`src/rtl/ordered_list_append_delete_macros.svh`:
```
// Assertion macros shared by the ordered list RTL.
// Each expects clk and rst_n in scope of the module that uses it.
`ifndef ORDERED_LIST_APPEND_DELETE_MACROS_SVH
`define ORDERED_LIST_APPEND_DELETE_MACROS_SVH

// same-cycle implication
`define OLAD_ASSERT_IMP(lbl, ante, cons, msg) \
  lbl: assert property (@(posedge clk) disable iff (!rst_n) (ante) |-> (cons)) \
    else $error(msg);

// next-cycle implication
`define OLAD_ASSERT_NXT(lbl, ante, cons, msg) \
  lbl: assert property (@(posedge clk) disable iff (!rst_n) (ante) |=> (cons)) \
    else $error(msg);

`endif

```
`src/rtl/olad_pkg.sv`:
```
// Shared types and constants for the ordered list block.
// No dependencies.
`timescale 1ns / 1ps
`default_nettype none

package olad_pkg;

  localparam int LIST_DEPTH_DEF = 32;
  localparam int DATA_W         = 32;
  localparam int CNT_W          = 6;

  localparam logic OP_APPEND = 1'b0;
  localparam logic OP_DELETE = 1'b1;

  typedef enum logic [2:0] {
    ST_APPENDED  = 3'd0,
    ST_DELETED   = 3'd1,
    ST_NOT_FOUND = 3'd2,
    ST_EMPTY     = 3'd3,
    ST_FULL      = 3'd4
  } status_t;

  typedef enum logic [1:0] {
    S_IDLE,
    S_APPEND,
    S_WALK
  } olad_state_t;

  // controller -> datapath
  typedef struct packed {
    logic    load;
    logic    append;
    logic    walk;
    logic    finish;
    status_t code;
  } olad_cmd_t;

  // datapath -> controller
  typedef struct packed {
    logic full;
    logic empty;
    logic hit;
    logic walk_last;
  } olad_sts_t;

endpackage

`default_nettype wire

```
`src/rtl/ordered_list_append_delete.sv`:
```
// Top level of the ordered list block: joins sequencer and datapath.
// Depends on olad_pkg, olad_ctrl and olad_dpath.
`timescale 1ns / 1ps
`default_nettype none

// Ordered list of signed 32-bit values with append-at-tail and
// delete-first-match. A transaction is taken when start is high and busy is
// low; exactly one result follows, shown for a single cycle with out_valid
// high. The receiver cannot stall: sample the result in that cycle. An append
// is carried out in the S_APPEND state that follows acceptance. A delete walks
// the whole list in S_WALK, ending at once on an empty list, paced by the single read
// port of the entry store: the walk reads one entry per cycle, compares it
// and, past the match, writes it back one place up. busy drops in the strobe
// cycle, so the next transaction may be taken there. No clearing pass after
// reset.
module ordered_list_append_delete #(
  parameter int LIST_DEPTH = olad_pkg::LIST_DEPTH_DEF
) (
  input  wire logic                               clk,
  input  wire logic                               rst_n,
  input  wire logic                               start,
  output logic                                    busy,
  input  wire logic                               in_operation,
  input  wire logic signed [olad_pkg::DATA_W-1:0] in_value,
  output logic                                    out_valid,
  output logic [2:0]                              out_status,
  output logic [olad_pkg::CNT_W-1:0]              out_entry_count
);
  import olad_pkg::*;

  olad_cmd_t cmd;
  olad_sts_t sts;

  olad_ctrl u_ctrl (
    .clk          (clk),
    .rst_n        (rst_n),
    .start        (start),
    .in_operation (in_operation),
    .sts          (sts),
    .cmd          (cmd),
    .busy         (busy),
    .out_valid    (out_valid)
  );

  olad_dpath #(
    .LIST_DEPTH (LIST_DEPTH)
  ) u_dpath (
    .clk             (clk),
    .rst_n           (rst_n),
    .cmd             (cmd),
    .in_value        (in_value),
    .sts             (sts),
    .out_status      (out_status),
    .out_entry_count (out_entry_count)
  );

endmodule

`default_nettype wire

```
`src/rtl/olad_ctrl.sv`:
```
// Sequencer for the ordered list: accepts transactions, steps append and
// delete walks, raises the result strobe. Depends on olad_pkg and the macros header.
`timescale 1ns / 1ps
`default_nettype none

module olad_ctrl (
  input  wire logic              clk,
  input  wire logic              rst_n,
  input  wire logic              start,
  input  wire logic              in_operation,
  input  wire olad_pkg::olad_sts_t sts,
  output olad_pkg::olad_cmd_t    cmd,
  output logic                   busy,
  output logic                   out_valid
);
  import olad_pkg::*;

  olad_state_t state_r, state_nxt;
  logic        out_valid_r;

  always_ff @(posedge clk) begin
    if (!rst_n) begin
      state_r     <= S_IDLE;
      out_valid_r <= 1'b0;
    end else begin
      state_r     <= state_nxt;
      out_valid_r <= cmd.finish;
    end
  end

  always_comb begin
    state_nxt = state_r;
    unique case (state_r)
      S_IDLE: begin
        if (start) begin
          state_nxt = (in_operation == OP_DELETE) ? S_WALK : S_APPEND;
        end
      end
      S_APPEND: state_nxt = S_IDLE;
      S_WALK: begin
        if (sts.empty || sts.walk_last) begin
          state_nxt = S_IDLE;
        end
      end
      default: state_nxt = S_IDLE;
    endcase
  end

  always_comb begin
    cmd = '0;
    cmd.code = ST_APPENDED;
    unique case (state_r)
      S_IDLE: cmd.load = start;
      S_APPEND: begin
        cmd.append = 1'b1;
        cmd.finish = 1'b1;
        cmd.code   = sts.full ? ST_FULL : ST_APPENDED;
      end
      S_WALK: begin
        if (sts.empty) begin
          cmd.finish = 1'b1;
          cmd.code   = ST_EMPTY;
        end else begin
          cmd.walk = 1'b1;
          if (sts.walk_last) begin
            cmd.finish = 1'b1;
            cmd.code   = sts.hit ? ST_DELETED : ST_NOT_FOUND;
          end
        end
      end
      default: cmd = '0;
    endcase
  end

  assign busy      = (state_r != S_IDLE);
  assign out_valid = out_valid_r;

`include "ordered_list_append_delete_macros.svh"

  `OLAD_ASSERT_NXT(a_finish_strobe, cmd.finish, out_valid_r, "finish without strobe")
  `OLAD_ASSERT_NXT(a_strobe_single, out_valid_r, !out_valid_r, "strobe held two cycles")
  `OLAD_ASSERT_NXT(a_accept_moves, start && !busy, state_r == S_APPEND || state_r == S_WALK, "accepted transaction not started")

endmodule

`default_nettype wire

```
`src/rtl/olad_dpath.sv`:
```
// Datapath for the ordered list: entry store, length, walk pointers and
// result registers. Depends on olad_pkg and the macros header.
`timescale 1ns / 1ps
`default_nettype none

module olad_dpath #(
  parameter int LIST_DEPTH = olad_pkg::LIST_DEPTH_DEF
) (
  input  wire logic                        clk,
  input  wire logic                        rst_n,
  input  wire olad_pkg::olad_cmd_t         cmd,
  input  wire logic signed [olad_pkg::DATA_W-1:0] in_value,
  output olad_pkg::olad_sts_t              sts,
  output logic [2:0]                       out_status,
  output logic [olad_pkg::CNT_W-1:0]       out_entry_count
);
  import olad_pkg::*;

  localparam int IW = $clog2(LIST_DEPTH);
  localparam int CW = $clog2(LIST_DEPTH + 1);

  logic [DATA_W-1:0] mem [LIST_DEPTH];

  logic [DATA_W-1:0] value_r;
  logic [DATA_W-1:0] rdata_r;
  logic [CW-1:0]     len_r, len_nxt;
  logic [CW-1:0]     rd_ptr_r;
  logic [CW-1:0]     dat_ptr_r;
  logic              dat_vld_r;
  logic              found_r;
  logic [2:0]        status_r;
  logic [CNT_W-1:0]  count_r;

  logic              rd_en;
  logic              match_now;
  logic              append_ok;
  logic              shift_we;
  logic              mem_we;
  logic [IW-1:0]     wr_idx;
  logic [DATA_W-1:0] wr_data;
  logic [CW-1:0]     shift_ptr;
  logic [CW+CNT_W-1:0] len_ext;

  assign sts.full  = (len_r == CW'(LIST_DEPTH));
  assign sts.empty = (len_r == '0);

  assign rd_en     = cmd.walk && (rd_ptr_r < len_r);
  assign match_now = dat_vld_r && !found_r && (rdata_r == value_r);
  assign sts.hit   = found_r || match_now;
  assign sts.walk_last = dat_vld_r && (dat_ptr_r == len_r - CW'(1));

  // entries behind the hole move up one place as they stream past
  assign shift_ptr = dat_ptr_r - CW'(1);
  assign append_ok = cmd.append && !sts.full;
  assign shift_we  = cmd.walk && dat_vld_r && found_r;
  assign mem_we    = append_ok || shift_we;
  assign wr_idx    = append_ok ? len_r[IW-1:0] : shift_ptr[IW-1:0];
  assign wr_data   = append_ok ? value_r : rdata_r;

  always_comb begin
    len_nxt = len_r;
    priority if (append_ok) begin
      len_nxt = len_r + CW'(1);
    end else if (cmd.finish && cmd.code == ST_DELETED) begin
      len_nxt = len_r - CW'(1);
    end
  end

  // count reports the low bits of the length
  assign len_ext = {{CNT_W{1'b0}}, len_nxt};

  always_ff @(posedge clk) begin
    if (mem_we) begin
      mem[wr_idx] <= wr_data;
    end
    if (rd_en) begin
      rdata_r <= mem[rd_ptr_r[IW-1:0]];
    end
  end

  always_ff @(posedge clk) begin
    if (cmd.load) begin
      value_r <= in_value;
    end
    if (cmd.finish) begin
      status_r <= cmd.code;
      count_r  <= len_ext[CNT_W-1:0];
    end
  end

  always_ff @(posedge clk) begin
    if (!rst_n) begin
      len_r     <= '0;
      rd_ptr_r  <= '0;
      dat_ptr_r <= '0;
      dat_vld_r <= 1'b0;
      found_r   <= 1'b0;
    end else begin
      len_r <= len_nxt;
      if (cmd.load) begin
        rd_ptr_r  <= '0;
        dat_vld_r <= 1'b0;
        found_r   <= 1'b0;
      end else if (cmd.walk) begin
        rd_ptr_r  <= rd_ptr_r + CW'(rd_en);
        dat_ptr_r <= rd_ptr_r;
        dat_vld_r <= rd_en;
        if (match_now) begin
          found_r <= 1'b1;
        end
      end
    end
  end

  assign out_status      = status_r;
  assign out_entry_count = count_r;

`include "ordered_list_append_delete_macros.svh"

  `OLAD_ASSERT_IMP(a_len_bound, 1'b1, len_r <= CW'(LIST_DEPTH), "length beyond depth")
  `OLAD_ASSERT_IMP(a_shift_after_hit, shift_we, found_r && !append_ok, "shift write before match")
  `OLAD_ASSERT_NXT(a_delete_shrinks, cmd.finish && cmd.code == ST_DELETED, len_r == $past(len_r) - CW'(1), "delete did not shrink list")

endmodule

`default_nettype wire

```
`config.mk`:
```
export PLATFORM = sky130hd
export DESIGN_NAME = ordered_list_append_delete
export DESIGN_NICKNAME = d
export VERILOG_FILES = /design/src/rtl/olad_pkg.sv /design/src/rtl/ordered_list_append_delete.sv /design/src/rtl/olad_ctrl.sv /design/src/rtl/olad_dpath.sv
export VERILOG_INCLUDE_DIRS = /design/src /design/src/rtl
export SDC_FILE = /design/constraint.sdc
export NUM_CORES = 1
export LEC_CHECK = 0
export BUFFER_PORTS_ARGS = -buffer_cell sky130_fd_sc_hd__buf_2
export CAP_MARGIN = 5
export CORE_ASPECT_RATIO = 2
export CORE_MARGIN = 10
export CORE_UTILIZATION = 36
export CTS_CLUSTER_SIZE = 25
export DETAILED_ROUTE_END_ITERATION = 6
export PLACE_DENSITY_LB_ADDON = 0.12
export SLEW_MARGIN = 20
export SYNTH_ARGS = -nofsm -noshare
export SYNTH_HDL_FRONTEND = slang
export SYNTH_HIERARCHICAL = 1
export SYNTH_SLANG_ARGS = --single-unit
```
`constraint.sdc`:
```
create_clock -name clk -period 10.2 [get_ports clk]
set_clock_uncertainty 0.1 [all_clocks]
set_input_delay 1.02 -clock clk [delete_from_list [all_inputs] [get_ports clk]]
set_output_delay 1.02 -clock clk [all_outputs]
set_load 0.05 [all_outputs]
```
==> impl.org <==
** Power and ir drop
- Switching power :: 1.83 mW
- Internal power comes to 7.11 mW.
- Total power :: 8.94 mW
- Of the total power, the share spent switching nets is 0.205.
- PD cells :: 181 nW/um^2
- Portion of total power attributed to combinational logic :: 0.021
- Worst supply voltage drop on vdd :: 0.000112 V
- Of the total power, the clock network draws 0.409.
- Reg power frac :: 0.570
- Leak pwr :: 14.7 nW

** Clocking
- Clock-pin slew of the registers on the worst-case setup and hold paths :: 60 ps
- Clock latency on the worst-skew pair, taken at its later pin, is 700 ps.
- After clock tree synthesis, the repair step resized 0 gates.
- Maximum buffer depth of the clock tree :: 3
- Clock tree root driver cell :: sky130_fd_sc_hd__clkbuf_16
- TritonCTS built the clock tree.
- After clock tree synthesis, the flow added hold-fix buffers numbering 0.
- Sinks on the clock net :: 1120
- TritonCTS created 100 clock buffers.
- Setup bufs post-CTS :: 0
- H-Tree Depth :: 3

** Layout
- Of the cells placed in the final design, the portion with a size suffix greater than 1 is 0.309.
- Final net count :: 2097
- Final design area excluding fillers :: 49300 um^2
- Excluding fillers, the count of instances in the completed layout stands at 3668.
- Growth of design area from synthesis to finish :: 13.2%
- The library cell used most frequently in the layout, excluding fill and tap cells, is sky130_fd_sc_hd__edfxtp_1.
- The layout has 10600 filler cells.
- Once layout is complete, the utilization of the core stands at 0.410.
- Leaving out fill and tap cells, the most frequent cells in the layout are 1097 x sky130_fd_sc_hd__edfxtp_1, 320 x sky130_fd_sc_hd__mux4_2, 103 x sky130_fd_sc_hd__clkbuf_16, 103 x sky130_fd_sc_hd__nand2_1, 60 x sky130_fd_sc_hd__buf_4.

** Critical path
- For the worst setup path, the data arrival time is 4730 ps.
- The worst setup path is captured at a register.
- STA classifies the critical path startpoint as a register.
- The critical path is of the register to register type.
- Of all nets on the critical path, the largest fanout is 18.
- Required time worst endpoint :: 10460 ps

** Yosys
- Synth Area in Adders :: 0.00431
- Async set-reset flop share out of synthesis :: 0
- Yosys synthesis warning count :: 6
- Area share of the leading cell type in the synthesized netlist :: 0.757
- Cell taking the most area after synthesis :: sky130_fd_sc_hd__edfxtp_1
- Synth Area in XOR/XNOR :: 0.0101
- In this run the cell area of the synthesized design comes to 43500 um^2.
- A synthesized cell averages 22.6 um^2.
- The share of the Yosys chip area taken by registers is 0.768.
- Complex-gate fraction of the synthesized area :: 0.00679
- In the post-synthesis netlist, the biggest area contributors are sky130_fd_sc_hd__edfxtp_1 76%, sky130_fd_sc_hd__mux4_2 17%, sky130_fd_sc_hd__dfxtp_1 1.1%, sky130_fd_sc_hd__nand2_1 0.97%, sky130_fd_sc_hd__mux2_2 0.83%.
- By area, the combinational part of the netlist is dominated by multiplexers.
- The cell count after synthesis came out at 1924.
- Flop and latch count out of synthesis :: 1120
- The most used flip-flop cell after synthesis is sky130_fd_sc_hd__edfxtp_1.
- Of the total synthesized cell area, the portion taken by AND, OR, NAND and NOR gates is 0.0229.
- Synthesized Nets :: 1975
- Counting flops with a built-in enable in the synthesized netlist gives 1097.
- The portion of synthesized area spent on multiplexers is 0.176.
- Number of unique standard cell types used by synthesis :: 50

** GRT
- Gr usage total :: 0.179
- Pin count of the biggest net entering global routing :: 123
- The via count of the first global-routing pass came to 21300.
- The total overflow left after global routing is 0.
- The first global-routing pass estimated 170 mm of wire.
- The number of antenna violations at the first check in global routing is 2.

** Floorplanning
- The die is 266 um wide.
- Starting utilization of the core area :: 0.362
- The initialized floorplan defines 180 standard-cell rows.
- Floorplan Core Area :: 120000 um^2
- Area of the die :: 136000 um^2
- Top Ports :: 47
- The floorplan step set the die height to 512 um.

** Run status
- Result of the run :: completed

** STA
- Final cycle utilization of the critical path :: 0.438
- Clock period minus final worst setup slack :: 4470 ps
- Post-layout worst setup margin :: 5730 ps
- Worst hold-check slack :: 401 ps
- # setup viols final :: 0
- Achievable clock frequency :: 224 MHz
- Setup total negative slack on the finished layout was measured at 0 ps.
- Setup repair after global routing left no endpoint under its margin.
- The final number of hold-violating endpoints was 0.
- Headroom to the max-slew limit :: 0.264
- For the pin with the worst max-slew slack, the measured transition is 1100 ps.
- The count of final max-slew check failures is 0.

** Placement
- Once placement completed, the tool counted placed cells totaling 3491.
- At the end of routability-driven placement, the weighted congestion stood at 0.779.
- Dpl cell area :: 46200 um^2
- I/O Buffers :: 46
- After legalization and detailed placement, the total HPWL measured 70.4 mm.
- Minimum setup slack after placement :: 5650 ps

** Route
- Total length of routed wires :: 121 mm
- Dividing the detail-routed wire length by the instance count gives 32.9 um.
- Post-detailed-route DRC marker count :: 0
- For this block, the initial DRC count from the detailed router was 1836.
- Final antenna-violating net count :: 0
- Vias after detailed routing :: 20200
- Routed vias/inst :: 5.50
- Length of the first detailed-routing pass in iterations :: 4

** Min path
- The tightest min-delay check is of the input pin to register type.

** Job
- The tool flagged a number of max-cap violations equal to 0.
-- critical path: stages (launching register included) --
cell	delay [ps]
sky130_fd_sc_hd__dfxtp_1	540
sky130_fd_sc_hd__inv_1	210
sky130_fd_sc_hd__ha_1	310
sky130_fd_sc_hd__and3_1	220
sky130_fd_sc_hd__nor2b_1	640
sky130_fd_sc_hd__nand3_1	190
sky130_fd_sc_hd__nor4b_1	350
sky130_fd_sc_hd__a31oi_2	80
sky130_fd_sc_hd__buf_4	250
sky130_fd_sc_hd__nor2_4	790
sky130_fd_sc_hd__buf_4	430
-- synth_stat cells, types with 10 or more instances --
| cell | number |
|---|---|
| sky130_fd_sc_hd__buf_1 | 12 |
| sky130_fd_sc_hd__buf_2 | 10 |
| sky130_fd_sc_hd__mux2_2 | 32 |
| sky130_fd_sc_hd__dfxtp_1 | 23 |
| sky130_fd_sc_hd__nand2_1 | 113 |
| sky130_fd_sc_hd__inv_1 | 18 |
| sky130_fd_sc_hd__clkbuf_1 | 49 |
| sky130_fd_sc_hd__xor2_1 | 16 |
| sky130_fd_sc_hd__nor2_1 | 49 |
| sky130_fd_sc_hd__buf_4 | 20 |
| sky130_fd_sc_hd__nand4_1 | 11 |
| sky130_fd_sc_hd__mux4_2 | 320 |
| sky130_fd_sc_hd__ha_1 | 15 |
| sky130_fd_sc_hd__a21oi_1 | 12 |
| sky130_fd_sc_hd__xnor2_1 | 34 |
| sky130_fd_sc_hd__edfxtp_1 | 1097 |
-- logic make-up (layout without fill, tap and decap cells) --
family                     Yosys count  count (layout)
AOI/OAI and AO/OA                   42              42
DFF                               1120            1120
and+or+nand+nor                    224             224
buffers and inverters              113             309
xor gates and xnor gates            50              50
other                                0               1
muxes                              360             360
adders and majority gates           15              15
-- registers in the layout, summed over array words and instances (netlist names) --
signal and cells:
u_ctrl/out_valid 1, u_ctrl/state_r 2, u_dpath/dat_ptr_r 6, u_dpath/dat_vld_r 1
u_dpath/found_r 1, u_dpath/len_r 6, u_dpath/mem 1024, u_dpath/out_entry_count 6
u_dpath/out_status 3, u_dpath/rd_ptr_r 6, u_dpath/rdata_r 32, u_dpath/value_r 32
-- per-layer routing --
| metal | up-vias | track usage | share of wire |
|---|---|---|---|
| li1 | 8286 | - | - |
| met1 | 11200 | 0.209 | 0.38 |
| met2 | 554 | 0.332 | 0.55 |
| met3 | 153 | 0.0271 | 0.044 |
| met4 | 0 | 0.0512 | 0.026 |
| met5 | - | 0 | 0 |
-- path summary, 6_finish.rpt --
| kind | startpoint | slack (ps) | cells past startpoint | to |
|---|---|---|---|---|
| setup / recovery | u_dpath/len_r[0] | 5730 | 10 | u_dpath/mem[9][31] |
| hold / removal | in_value[21] | 400 | 1 | u_dpath/value_r[21] |
| setup reg to reg | u_dpath/len_r[0] | 5730 | 10 | u_dpath/mem[9][31] |
| hold reg to reg | u_dpath/rd_ptr_r[5] | 440 | 2 | u_dpath/rd_ptr_r[5] |
-- final cells by class --
class / instances / area [um^2] / share of cell area
clock buffers: 124 / 2660 / 0.0539
multi-input cells: 691 / 9880 / 0.201
inverters: 18 / 67.6 / 0.00137
well taps: 1547 / 1940 / 0.0393
diodes: 1 / 2.50 / 0.0000508
repair buffers: 115 / 891 / 0.0181
flip-flops and latches: 1120 / 33400 / 0.678
clock inverters: 52 / 420 / 0.00853
-- power groups by stage --
stage          clock network (mW)  registers (mW)  logic, mW
2_1_floorplan                   0            5.19     0.0930
3_3_place_gp                    0            5.20      0.183
3_5_place_dp                    0            5.20      0.189
4_1_cts                      3.77            5.10      0.189
5_1_grt                      3.92            5.09      0.202
6_report                     3.66            5.10      0.187
(Power assumes the default switching activity.)
